### config.mk
export PLATFORM = sky130hd
export DESIGN_NAME = unique_set_table_top
export DESIGN_NICKNAME = d
export VERILOG_FILES = /design/src/sv/ust_pkg.sv /design/src/sv/ust_ram.sv /design/src/sv/ust_ctrl.sv /design/src/sv/unique_set_table_top.sv
export SDC_FILE = /design/constraint.sdc
export NUM_CORES = 2
export LEC_CHECK = 0
export BUFFER_PORTS_ARGS = -buffer_cell sky130_fd_sc_hd__buf_2
export CORE_ASPECT_RATIO = 0.8
export CORE_MARGIN = 2
export CORE_UTILIZATION = 50
export CTS_BUF_LIST = sky130_fd_sc_hd__clkbuf_16
export CTS_CLUSTER_DIAMETER = 200
export DETAILED_ROUTE_END_ITERATION = 10
export PLACE_DENSITY_LB_ADDON = 0.25
export SYNTH_ARGS = -nofsm -noshare
export SYNTH_HDL_FRONTEND = slang
export SYNTH_SLANG_ARGS = --single-unit
### constraint.sdc
create_clock -name clock -period 5.6 [get_ports clock]
set_input_delay 0.28 -clock clock [delete_from_list [all_inputs] [get_ports clock]]
set_output_delay 0.28 -clock clock [all_outputs]
set_load 0.02 [all_outputs]
### src/sv/ust_pkg.sv
// shared types and codes for the unique set table
`timescale 1ns / 1ps
`default_nettype none

package ust_pkg;

   // fixed field widths of the stream words
   localparam int OP_W        = 2;
   localparam int ITEM_W      = 32;
   localparam int INDEX_W     = 6;
   localparam int STATUS_W    = 3;
   localparam int DATA_W      = 32;
   localparam int COUNT_OUT_W = 7;
   localparam int REQ_TDATA_W = 40;
   localparam int RSP_TDATA_W = 48;

   // operation codes
   localparam logic [OP_W-1:0] OP_ADD    = 2'd0;
   localparam logic [OP_W-1:0] OP_REMOVE = 2'd1;
   localparam logic [OP_W-1:0] OP_READ   = 2'd2;

   // status codes
   localparam logic [STATUS_W-1:0] ST_DONE      = 3'd0;
   localparam logic [STATUS_W-1:0] ST_PRESENT   = 3'd1;
   localparam logic [STATUS_W-1:0] ST_NOT_FOUND = 3'd2;
   localparam logic [STATUS_W-1:0] ST_FULL      = 3'd3;
   localparam logic [STATUS_W-1:0] ST_RANGE     = 3'd4;

   // sequencer states
   typedef enum logic [2:0] {
      S_IDLE,
      S_SEARCH,
      S_SWAP_RD,
      S_SWAP_WR,
      S_READ_RD,
      S_READ_WAIT,
      S_RESP
   } state_type;

   // one finished result from the sequencer
   typedef struct packed {
      logic [STATUS_W-1:0]    status;
      logic [DATA_W-1:0]      read_data;
      logic [COUNT_OUT_W-1:0] entry_count;
   } result_type;

endpackage

`default_nettype wire

### src/sv/ust_ram.sv
// generic single-port-write, registered-read ram
`timescale 1ns / 1ps
`default_nettype none

module ust_ram #(
   parameter int WIDTH = 32,
   parameter int DEPTH = 64
) (
   input  wire logic                     clock,
   input  wire logic                     wr_en,
   input  wire logic [$clog2(DEPTH)-1:0] wr_addr,
   input  wire logic [WIDTH-1:0]         wr_data,
   input  wire logic [$clog2(DEPTH)-1:0] rd_addr,
   output logic      [WIDTH-1:0]         rd_data
);

   logic [WIDTH-1:0] mem_ff [DEPTH];
   logic [WIDTH-1:0] rd_data_ff;

   // write port
   always_ff @(posedge clock) begin
      if (wr_en) begin
         mem_ff[wr_addr] <= wr_data;
      end
   end

   // registered read port
   always_ff @(posedge clock) begin
      rd_data_ff <= mem_ff[rd_addr];
   end

   assign rd_data = rd_data_ff;

endmodule

`default_nettype wire

### src/sv/ust_ctrl.sv
// sequencer: linear search, append, swap-remove and indexed read over the entry ram
`timescale 1ns / 1ps
`default_nettype none

module ust_ctrl #(
   parameter int DEPTH       = 64,
   parameter int VALUE_WIDTH = 32
) (
   input  wire logic                         clock,
   input  wire logic                         reset,
   // request word
   input  wire logic                         req_valid,
   output logic                              req_ready,
   input  wire logic [ust_pkg::OP_W-1:0]     req_operation,
   input  wire logic [ust_pkg::ITEM_W-1:0]   req_item_value,
   input  wire logic [ust_pkg::INDEX_W-1:0]  req_read_index,
   // finished result
   output logic                              res_valid,
   input  wire logic                         res_ready,
   output ust_pkg::result_type               res_word,
   // entry ram
   output logic                              ram_wr_en,
   output logic [$clog2(DEPTH)-1:0]          ram_wr_addr,
   output logic [VALUE_WIDTH-1:0]            ram_wr_data,
   output logic [$clog2(DEPTH)-1:0]          ram_rd_addr,
   input  wire logic [VALUE_WIDTH-1:0]       ram_rd_data
);

   import ust_pkg::*;

   localparam int AW = $clog2(DEPTH);
   localparam int CW = $clog2(DEPTH + 1);
   localparam int XW = (CW > INDEX_W) ? CW : INDEX_W;

   state_type state_ff, state_in;

   logic [OP_W-1:0]        op_ff, op_in;
   logic [VALUE_WIDTH-1:0] value_ff, value_in;
   logic [INDEX_W-1:0]     index_ff, index_in;
   logic [CW-1:0]          count_ff, count_in;
   logic [CW-1:0]          ptr_ff, ptr_in;
   logic                   chk_ff, chk_in;
   logic [CW-1:0]          chk_ptr_ff, chk_ptr_in;
   logic [AW-1:0]          pos_ff, pos_in;
   logic [STATUS_W-1:0]    status_ff, status_in;
   logic [DATA_W-1:0]      data_ff, data_in;

   logic          accept;
   logic          hit;
   logic          scan_end;
   logic          full;
   logic          issue;
   logic          in_range;
   logic [CW-1:0] last_ptr;
   logic [XW-1:0] idx_ext;
   logic [XW-1:0] count_ext;

   // search and decode helpers
   assign accept    = req_valid && req_ready;
   assign hit       = chk_ff && (ram_rd_data == value_ff);
   assign scan_end  = !hit && (ptr_ff == count_ff);
   assign full      = (count_ff == CW'(DEPTH));
   assign issue     = (ptr_ff < count_ff);
   assign last_ptr  = count_ff - 1'b1;
   assign idx_ext   = XW'(index_ff);
   assign count_ext = XW'(count_ff);
   assign in_range  = (idx_ext < count_ext);

   // next state
   always_comb begin
      state_in = state_ff;
      unique case (state_ff)
         S_IDLE: begin
            if (accept) begin
               unique case (req_operation)
                  OP_ADD, OP_REMOVE: state_in = S_SEARCH;
                  OP_READ:           state_in = S_READ_RD;
                  default:           state_in = S_RESP;
               endcase
            end
         end
         S_SEARCH: begin
            if (hit) begin
               state_in = (op_ff == OP_REMOVE) ? S_SWAP_RD : S_RESP;
            end else if (scan_end) begin
               state_in = S_RESP;
            end
         end
         S_SWAP_RD:   state_in = S_SWAP_WR;
         S_SWAP_WR:   state_in = S_RESP;
         S_READ_RD:   state_in = in_range ? S_READ_WAIT : S_RESP;
         S_READ_WAIT: state_in = S_RESP;
         S_RESP: begin
            if (res_ready) begin
               state_in = S_IDLE;
            end
         end
         default: state_in = S_IDLE;
      endcase
   end

   // outputs: handshake and ram ports
   always_comb begin
      req_ready   = 1'b0;
      res_valid   = 1'b0;
      ram_wr_en   = 1'b0;
      ram_wr_addr = count_ff[AW-1:0];
      ram_wr_data = value_ff;
      ram_rd_addr = ptr_ff[AW-1:0];
      unique case (state_ff)
         S_IDLE: req_ready = 1'b1;
         S_SEARCH: begin
            ram_rd_addr = ptr_ff[AW-1:0];
            ram_wr_en   = scan_end && (op_ff == OP_ADD) && !full;
            ram_wr_addr = count_ff[AW-1:0];
            ram_wr_data = value_ff;
         end
         S_SWAP_RD: ram_rd_addr = last_ptr[AW-1:0];
         S_SWAP_WR: begin
            ram_wr_en   = 1'b1;
            ram_wr_addr = pos_ff;
            ram_wr_data = ram_rd_data;
         end
         S_READ_RD:   ram_rd_addr = idx_ext[AW-1:0];
         S_READ_WAIT: ram_rd_addr = idx_ext[AW-1:0];
         S_RESP:      res_valid = 1'b1;
         default:     req_ready = 1'b0;
      endcase
   end

   // datapath next values
   always_comb begin
      op_in      = op_ff;
      value_in   = value_ff;
      index_in   = index_ff;
      count_in   = count_ff;
      ptr_in     = ptr_ff;
      chk_in     = chk_ff;
      chk_ptr_in = chk_ptr_ff;
      pos_in     = pos_ff;
      status_in  = status_ff;
      data_in    = data_ff;
      case (state_ff)
         S_IDLE: begin
            if (accept) begin
               op_in     = req_operation;
               value_in  = VALUE_WIDTH'(req_item_value);
               index_in  = req_read_index;
               ptr_in    = '0;
               chk_in    = 1'b0;
               status_in = ST_DONE;
               data_in   = '0;
            end
         end
         S_SEARCH: begin
            // one entry issued and one compared per cycle
            ptr_in     = issue ? ptr_ff + 1'b1 : ptr_ff;
            chk_in     = issue;
            chk_ptr_in = ptr_ff;
            if (hit) begin
               pos_in = chk_ptr_ff[AW-1:0];
               if (op_ff == OP_ADD) begin
                  status_in = ST_PRESENT;
               end
            end else if (scan_end) begin
               if (op_ff == OP_ADD) begin
                  if (full) begin
                     status_in = ST_FULL;
                  end else begin
                     count_in = count_ff + 1'b1;
                  end
               end else begin
                  status_in = ST_NOT_FOUND;
               end
            end
         end
         S_SWAP_WR: count_in = last_ptr;
         S_READ_RD: begin
            if (!in_range) begin
               status_in = ST_RANGE;
            end
         end
         S_READ_WAIT: data_in = DATA_W'(ram_rd_data);
         default: begin
            data_in = data_ff;
         end
      endcase
   end

   // control registers
   always_ff @(posedge clock) begin
      if (reset) begin
         state_ff <= S_IDLE;
         count_ff <= '0;
         chk_ff   <= 1'b0;
      end else begin
         state_ff <= state_in;
         count_ff <= count_in;
         chk_ff   <= chk_in;
      end
   end

   // payload registers
   always_ff @(posedge clock) begin
      op_ff      <= op_in;
      value_ff   <= value_in;
      index_ff   <= index_in;
      ptr_ff     <= ptr_in;
      chk_ptr_ff <= chk_ptr_in;
      pos_ff     <= pos_in;
      status_ff  <= status_in;
      data_ff    <= data_in;
   end

   // result word
   assign res_word.status      = status_ff;
   assign res_word.read_data   = data_ff;
   assign res_word.entry_count = COUNT_OUT_W'(count_ff);

endmodule

`default_nettype wire

### src/sv/unique_set_table_top.sv
// Unique set table: holds up to DEPTH distinct values packed at the low
// positions of one entry ram, with a count. An add scans the stored entries
// one per cycle and appends the value if it is absent and the table is not
// full; a remove scans the same way and moves the last entry into the freed
// slot; a read returns the entry at an index below the count. Items are taken
// one at a time: the scan of an add or remove is paced by the single read
// port of the entry ram, which the scan walks one address per cycle. The
// result sits in an output register, so the next word is taken while the last
// result waits. Entries need no clearing after reset: only positions below the
// count are read.
`timescale 1ns / 1ps
`default_nettype none

module unique_set_table_top #(
   parameter int DEPTH       = 64,
   parameter int VALUE_WIDTH = 32
) (
   input  wire logic                            clock,
   input  wire logic                            reset,
   // request stream
   input  wire logic                            req_tvalid,
   output logic                                 req_tready,
   // operation [1:0], item_value [33:2], read_index [39:34]
   input  wire logic [ust_pkg::REQ_TDATA_W-1:0] req_tdata,
   // result stream
   output logic                                 rsp_tvalid,
   input  wire logic                            rsp_tready,
   // status [2:0], read_data [34:3], entry_count [41:35], zero [47:42]
   output logic      [ust_pkg::RSP_TDATA_W-1:0] rsp_tdata
);

   import ust_pkg::*;

   localparam int AW = $clog2(DEPTH);

   logic                   ram_wr_en;
   logic [AW-1:0]          ram_wr_addr;
   logic [VALUE_WIDTH-1:0] ram_wr_data;
   logic [AW-1:0]          ram_rd_addr;
   logic [VALUE_WIDTH-1:0] ram_rd_data;

   logic       res_valid;
   logic       res_ready;
   result_type res_word;

   logic                   rsp_tvalid_ff, rsp_tvalid_in;
   logic [RSP_TDATA_W-1:0] rsp_tdata_ff, rsp_tdata_in;

   // sequencer
   ust_ctrl #(
      .DEPTH       (DEPTH),
      .VALUE_WIDTH (VALUE_WIDTH)
   ) u_ctrl (
      .clock          (clock),
      .reset          (reset),
      .req_valid      (req_tvalid),
      .req_ready      (req_tready),
      .req_operation  (req_tdata[1:0]),
      .req_item_value (req_tdata[33:2]),
      .req_read_index (req_tdata[39:34]),
      .res_valid      (res_valid),
      .res_ready      (res_ready),
      .res_word       (res_word),
      .ram_wr_en      (ram_wr_en),
      .ram_wr_addr    (ram_wr_addr),
      .ram_wr_data    (ram_wr_data),
      .ram_rd_addr    (ram_rd_addr),
      .ram_rd_data    (ram_rd_data)
   );

   // entry store
   ust_ram #(
      .WIDTH (VALUE_WIDTH),
      .DEPTH (DEPTH)
   ) u_entry_ram (
      .clock   (clock),
      .wr_en   (ram_wr_en),
      .wr_addr (ram_wr_addr),
      .wr_data (ram_wr_data),
      .rd_addr (ram_rd_addr),
      .rd_data (ram_rd_data)
   );

   // output register load
   assign res_ready = !rsp_tvalid_ff || rsp_tready;

   always_comb begin
      rsp_tvalid_in = rsp_tvalid_ff;
      rsp_tdata_in  = rsp_tdata_ff;
      if (res_ready) begin
         rsp_tvalid_in = res_valid;
         rsp_tdata_in  = RSP_TDATA_W'({res_word.entry_count, res_word.read_data,
                                       res_word.status});
      end
   end

   // output register
   always_ff @(posedge clock) begin
      if (reset) begin
         rsp_tvalid_ff <= 1'b0;
      end else begin
         rsp_tvalid_ff <= rsp_tvalid_in;
      end
   end

   always_ff @(posedge clock) begin
      rsp_tdata_ff <= rsp_tdata_in;
   end

   assign rsp_tvalid = rsp_tvalid_ff;
   assign rsp_tdata  = rsp_tdata_ff;

endmodule

`default_nettype wire

# [Word-level counts from Yosys, hierarchy flattened]
# Memories as Yosys holds them, arrays and structs flattened. A register that Yosys moved wholly into a read port is not among the register bits.
# Cells that the tools add are included.
[classes] addsub=3 magnitude_cmp=2 eq_ne=23 muxes=36 reduce_logical=27
[op_table] cell="32-bit two-way mux" count=2
[op_table] cell="32-bit case mux with 2 select lines" count=1
[op_table] cell="7-bit two-way mux" count=6
[op_table] cell="3-bit two-way mux" count=12
[op_table] cell="32-bit == test" count=1
[op_table] cell="7-bit case mux with 2 select lines" count=2
[op_table] cell="3-bit case mux with 6 select lines" count=1
[op_table] cell="7-bit by 1-bit adder with 7-bit output, second input constant" count=2
[op_table] cell="6-bit case mux with 2 select lines" count=1
[op_table] cell="3-bit == test, second input constant" count=3
[op_table] cell="3-bit case mux with 3 select lines" count=1
[op_table] cell="2-bit by 1-bit inequality test with 1-bit output, second input constant" count=4
[op_table] cell="2-bit inequality test, second input constant" count=4
[op_table] cell="2-bit AND reduction" count=4
[op_table] cell="7-bit == test" count=1
[op_table] cell="7-bit == test, second input constant" count=1
[op_table] cell="6-bit by 7-bit less-than comparator with 1-bit output" count=1
[op_table] cell="7-bit less-than comparator" count=1
[op_table] cell="7-bit by 1-bit subtractor with 7-bit output, second input constant" count=1
[op_table] cell="3-bit by 2-bit == test with 1-bit output, second input constant" count=2
[op_table] cell="6-bit two-way mux" count=1
[op_table] cell="3-bit case mux with 2 select lines" count=1
[op_table] cell="3-bit AND reduction" count=2
[op_table] cell="6-bit AND reduction" count=1
[op_table] cell="18 further kinds" count=35
[totals] ff_bits=148 ramBits=2048 inputBits=44 out_inout_bits=50 mem_count=1
[memory_table] memory="u_entry_ram.mem_ff" depth=64 word_bits=32 read_ports=1 rd_clocked_by_memory_dff=1 wr=1 line_no="ust_ram.sv:17" source="logic [WIDTH-1:0] mem_ff [DEPTH];"

# [Longest topological paths before layout]
[logic_depth] word_depth=9 depth_mapped=15 ltp_nobuf=10

# [Hierarchy]
# Synthesis repeated with hierarchy kept, for this count alone.
[hier_totals] hier_cells=3886 hier_area_um2=85235.5
[modules_own_cells] mod="ust_ram" n_inst=1 cells_per_inst=3324 area_each_um2=78515.3 seq_area_each_um2=62139.6
[modules_own_cells] mod="ust_ctrl" n_inst=1 cells_per_inst=509 area_each_um2=5363.9 seq_area_each_um2=3042.9
[modules_own_cells] mod="unique_set_table_top" n_inst=1 cells_per_inst=53 area_each_um2=1356.3 seq_area_each_um2=1281.2

# [Worst setup path before layout]
# OpenSTA, ideal clock, no wires.
[synth_timing] path_kind="reg2reg" startpoint="register u_ctrl.state_ff[2]" endpoint="memory u_entry_ram.mem_ff[0][29] (data pin)" setup_time_ns=0.702 arrival_ns=3.754 required_time_ns=4.898 path_slack_ns=1.144 path_stages_with_launch=6 n_path_buf=3 period_less_slack_ns=4.456 cell_sequence="dfxtp_1 buf_4 clkbuf_1 nor2_1 clkbuf_1 o21ai_0"
[synth_via] elab_chain_cells=2
[synth_rtl] element="from (decl)" line_no="ust_ctrl.sv:35" source="state_type state_ff, state_in;"
[synth_rtl] element="from (signal assigned)" line_no="ust_ctrl.sv:197" source="state_ff <= state_in;"
[synth_rtl] element="3-bit by 2-bit == test with 1-bit output" line_no="ust_ctrl.sv:110" source="unique case (state_ff)"
[synth_rtl] element="32-bit two-way mux" line_no="ust_ctrl.sv:110"
[synth_rtl] element="net ram_wr_data[29]" line_no="unique_set_table_top.sv:38" source="logic [VALUE_WIDTH-1:0] ram_wr_data;"
[synth_rtl] element="to (decl)" line_no="ust_ram.sv:17"
# The timed path passes the listed nets, and every way through them passes these cells.

# [Final worst setup path]
[layout_timing] startpoint="register u_ctrl.count_ff[0] (netlist: u_ctrl.count_ext[0])" endpoint="register u_entry_ram.rd_data_ff[19] (netlist: u_entry_ram.rd_data[19]), read port of u_entry_ram.mem_ff"
[layout_via] elab_chain_cells=2
[layout_rtl] element="from (decl)" line_no="ust_ctrl.sv:40" source="logic [CW-1:0] count_ff, count_in;"
[layout_rtl] element="from (signal assigned)" line_no="ust_ctrl.sv:198" source="count_ff <= count_in;"
[layout_rtl] element="7-bit by 1-bit subtractor with 7-bit output" line_no="ust_ctrl.sv:64" source="assign last_ptr = count_ff - 1'b1;"
[layout_rtl] element="6-bit case mux with 2 select lines" line_no="ust_ctrl.sv:110"
[layout_rtl] element="to (decl)" line_no="ust_ram.sv:18" source="logic [WIDTH-1:0] rd_data_ff;"
# No other way between the ends.
# A chain may end at the register's enable or synchronous reset.

==> qor.yml <==
placed_design:
  place_ws_ns: 0.6352
  gp_congestion: 0.9140
  io_buffer_count: 87
  placed_area_um2: 91790
  dp_hpwl_mm: 158.9
route:
  via_count: 52600
  drt-initial-drc-count: 9413
  wl_mm: 263.8
  firstDrtPassIters: 6
  vias_per_cell: 6.376
  drcViolationCount: 0
  avgRoutedWirePerCell_um: 31.97
  antenna_left: 0
grt:
  grt_pass1_vias: 48610
  antenna_found_initial: 15
  overflow: 0
  grtUsageTotal_pct: 29.69
  grt-busiest-layer: "met1"
  grt_pass1_wl_mm: 371.5
  globalRouteMet3Util_pct: 9.045
  grt_start_max_net_pins: 133
  met2_usage_pct: 41.31
  gr-usage-met1_pct: 45.13
power:
  clockPowerShare_pct: 23.1
  netSwitchingPower_mw: 23.68
  sw_frac_of_total_pct: 39.86
  ir_worst_vdd_mv: 0.5530
  finalPower_mw: 59.41
  p_leak_nw: 33.21
  p_int_mw: 35.73
  power_frac_seq_pct: 35.6
  p_comb_share_pct: 41.3
  p_per_area_nw_per_um2: 601.4
floorplanning:
  start_util_pct: 50.42
  die_w_um: 469.7
  die_y_um: 376.5
  ioPinCount: 94
  dieArea_um2: 176800
  core_um2: 172000
  row_count: 136
sta:
  fin_worst_skew_ns: 0.04526
  fmax_mhz: 197.8
  hold_viol_final: 0
  fin_tns_setup_ns: 0
  maxSlewViolCount: 0
  relSlewSlack_pct: 15.47
  worstMarginPinSlew_ns: 1.264
  setup_ws_ns: 0.5453
  rsz0062_at_grt: "false"
  period_share_pct: 90.26
  setup_viol: 0
  fin_crit_ns: 5.055
finish:
  drive_gt1_share_pct: 16.45
  area_growth_pct: 13.89
  design_area_um2: 98790
  nets: 5852
yosys:
  yosysSeqAreaShare_pct: 76.63
  synthArstFlopShare_pct: 0
  ys.flop_type: "edfxtp_1"
  postSynthAreaPerCell_um2: 15.71
  syn_area_um2: 86740
  synth_cell_types: 70
  netlist_instances: 5521
  yosys_warnings: 0
  synth_enable_flop_cells: 2184
  ys_ff_latch: 2228
hold_path:
  hold_path.class: "input pin to flop"
worst_setup_path:
  crit_arrival_ns: 5.79
  crit_slowest_cell: "a31oi_4"
  cp_cell_sequence: "inv_1, ha_1, or3_1, a31oi_4, buf_12, a31oi_1, a22oi_1, nand4_1, or4_1"
  start_kind: "flop"
  cpPeakStageDelay_ns: 0.94
  reg2reg_slack_ns: 0.55
  critPathCaptureType: "flop"
  crit_fanout: 47
  critical_path_class: "flop to flop"
  required_ns: 6.34
clock_tree:
  cts.path.max_buffers: 3
  cts_root_buf: "clkbuf_16"
  ctsResizeCount: 0
  clock_latency_ns: 0.87
  cts_buffers: 207
  cts_setup_buffers: 0
  clk_pin_slew_worst_paths_ns: 0.07
  cts-htree-levels: 4
  clkSinkCount: 2228
  cts_tree: "yes"
run_status:
  status: "complete, no violations"
flow_run:
  drv_cap: 0
==> worst paths after layout <==
kind	startpoint	endpoint	depth (start not counted)
worst max-delay path	u_ctrl.count_ext[0]$_SDFFE_PP0P_	u_entry_ram.rd_data[19]$_DFF_P_	9
worst max register to register	u_ctrl.count_ext[0]$_SDFFE_PP0P_	u_entry_ram.rd_data[19]$_DFF_P_	9
worst min-delay path	req_tdata[22]	u_ctrl.value_ff[20]$_DFFE_PP_	2
worst min register to register	u_ctrl.data_ff[24]$_SDFFCE_PN0P_	rsp_tdata[27]$_DFFE_PN_	0
==> sequential cells by signal (all words and copies together) (netlist names) <==
name	cells
u_entry_ram.rd_data	32
u_entry_ram.mem_ff	2048
u_ctrl.data_ff	32
rsp_tdata	42
u_ctrl.count_ext	7
u_ctrl.pos_ff	6
u_ctrl.ptr_ff	7
u_ctrl.value_ff	32
rsp_tvalid	1
u_ctrl.status_ff	3
u_ctrl.op_ff	2
u_ctrl.state_ff	3
u_ctrl.chk_ff	1
u_ctrl.chk_ptr_ff	6
u_ctrl.index_ff	6
==> stage by stage <==
step           hold WS, ns  std cells  utilization [%]
6_report            0.1411       8250            57.42
5_1_grt             0.1074       8247            57.42
4_1_cts             0.1051       8247            57.42
3_5_place_dp        0.4045       7818            53.35
3_3_place_gp        0.4030       7818            53.35
2_1_floorplan       0.3585       5526                -
==> logic make-up (layout without fill, tap and decap cells) <==
kind of cell / after synthesis / count (layout) / synth area share (%)
mux: 247 / 247 / 5.920
buf+inv: 350 / 794 / 1.786
flops: 2228 / 2228 / 76.63
other cells: 1 / 9 / 0.004323
xor+xnor: 43 / 43 / 0.4342
compound gates: 499 / 499 / 4.182
fa+ha+maj: 16 / 16 / 0.2308
simple gates: 2137 / 2137 / 10.82
==> synth_stat cells, types with 8 or more instances <==
cell type | count | area, um^2
edfxtp_1 | 2184 | 65580
nand2_1 | 1337 | 5019
nand3_1 | 352 | 1762
and3_1 | 213 | 1333
mux4_2 | 212 | 4775
a311oi_1 | 143 | 1252
clkbuf_1 | 124 | 465.5
buf_2 | 122 | 610.6
nor2_1 | 110 | 412.9
o21ai_0 | 87 | 435.4
buf_1 | 71 | 266.5
a31oi_1 | 69 | 431.7
a22oi_1 | 55 | 412.9
dfxtp_1 | 44 | 880.8
nand4_1 | 42 | 262.8
xnor2_1 | 38 | 332.8
a21oi_1 | 34 | 170.2
mux2i_1 | 27 | 270.3
a221oi_1 | 20 | 175.2
a22o_1 | 16 | 140.1
ha_1 | 16 | 200.2
inv_1 | 16 | 60.06
nor4_1 | 14 | 87.58
o211ai_1 | 14 | 105.1
or4_1 | 14 | 105.1
buf_4 | 12 | 90.09
o31ai_1 | 11 | 82.58
o22ai_1 | 10 | 62.56
or3_1 | 9 | 56.30
mux2_2 | 8 | 90.09
==> placed cells by master (no fill, tap or decap), types with 38 or more instances in the layout <==
cell,netlist,final
nand3_1,352,352
nor2_1,110,41
nor2_4,0,65
mux4_2,212,212
edfxtp_1,2184,2184
o21ai_0,87,85
clkbuf_16,0,214
xnor2_1,38,38
a31oi_1,69,68
a22oi_1,55,55
dlygate4sd3_1,0,42
a311oi_1,143,143
buf_4,12,221
dfxtp_1,44,44
inv_1,16,73
and3_1,213,213
buf_12,0,41
clkinv_1,0,51
nand2_1,1337,1306
nand4_1,42,42
buf_2,122,87
==> layer usage <==
layer | vias to the layer above | part of all wire (%)
met5 | - | 0.029
met4 | 10 | 3.1
met3 | 418 | 15
met2 | 3843 | 42
met1 | 26610 | 40
li1 | 21720 | -
==> critical path: cells and delay by family, from the launching register on <==
| kind | cells | cell delay (ns) |
|---|---|---|
| compound gates | 3 | 1.97 |
| fa+ha+maj | 1 | 0.35 |
| buf+inv | 2 | 0.54 |
| simple gates | 3 | 1.44 |
| flops | 1 | 0.57 |
==> what timing repair did <==
action | CTS | global route
endpoints found under the hold margin | 52 | 0
endpoints found under the setup margin | 0 | 0
hold buffers | 42 | 0
==> power groups by stage <==
stage	Sequential [mW]	Clock (mW)	Combinational, mW
global placement	21.4	0	23.6
detailed placement	21.4	0	23.9
global route	21.2	14.5	25.8
finish	21.2	13.7	24.5
CTS	21.1	13.8	24.0
floorplan	21.2	0	14.0
==> area by class of cell <==
| type | count | area (um^2) |
|---|---|---|
| Antenna cell | 3 | 7.507 |
| Clock buffer | 214 | 5355 |
| Clock inverter | 173 | 1219 |
| Fill cell | 12970 | 73250 |
| Inverter | 16 | 60.06 |
| Multi-Input combinational cell | 2948 | 19500 |
| Sequential cell | 2228 | 66460 |
| Tap cell | 2277 | 2849 |
| Timing Repair Buffer | 391 | 3336 |
No activity file was read; power rests on OpenSTA's default activity.
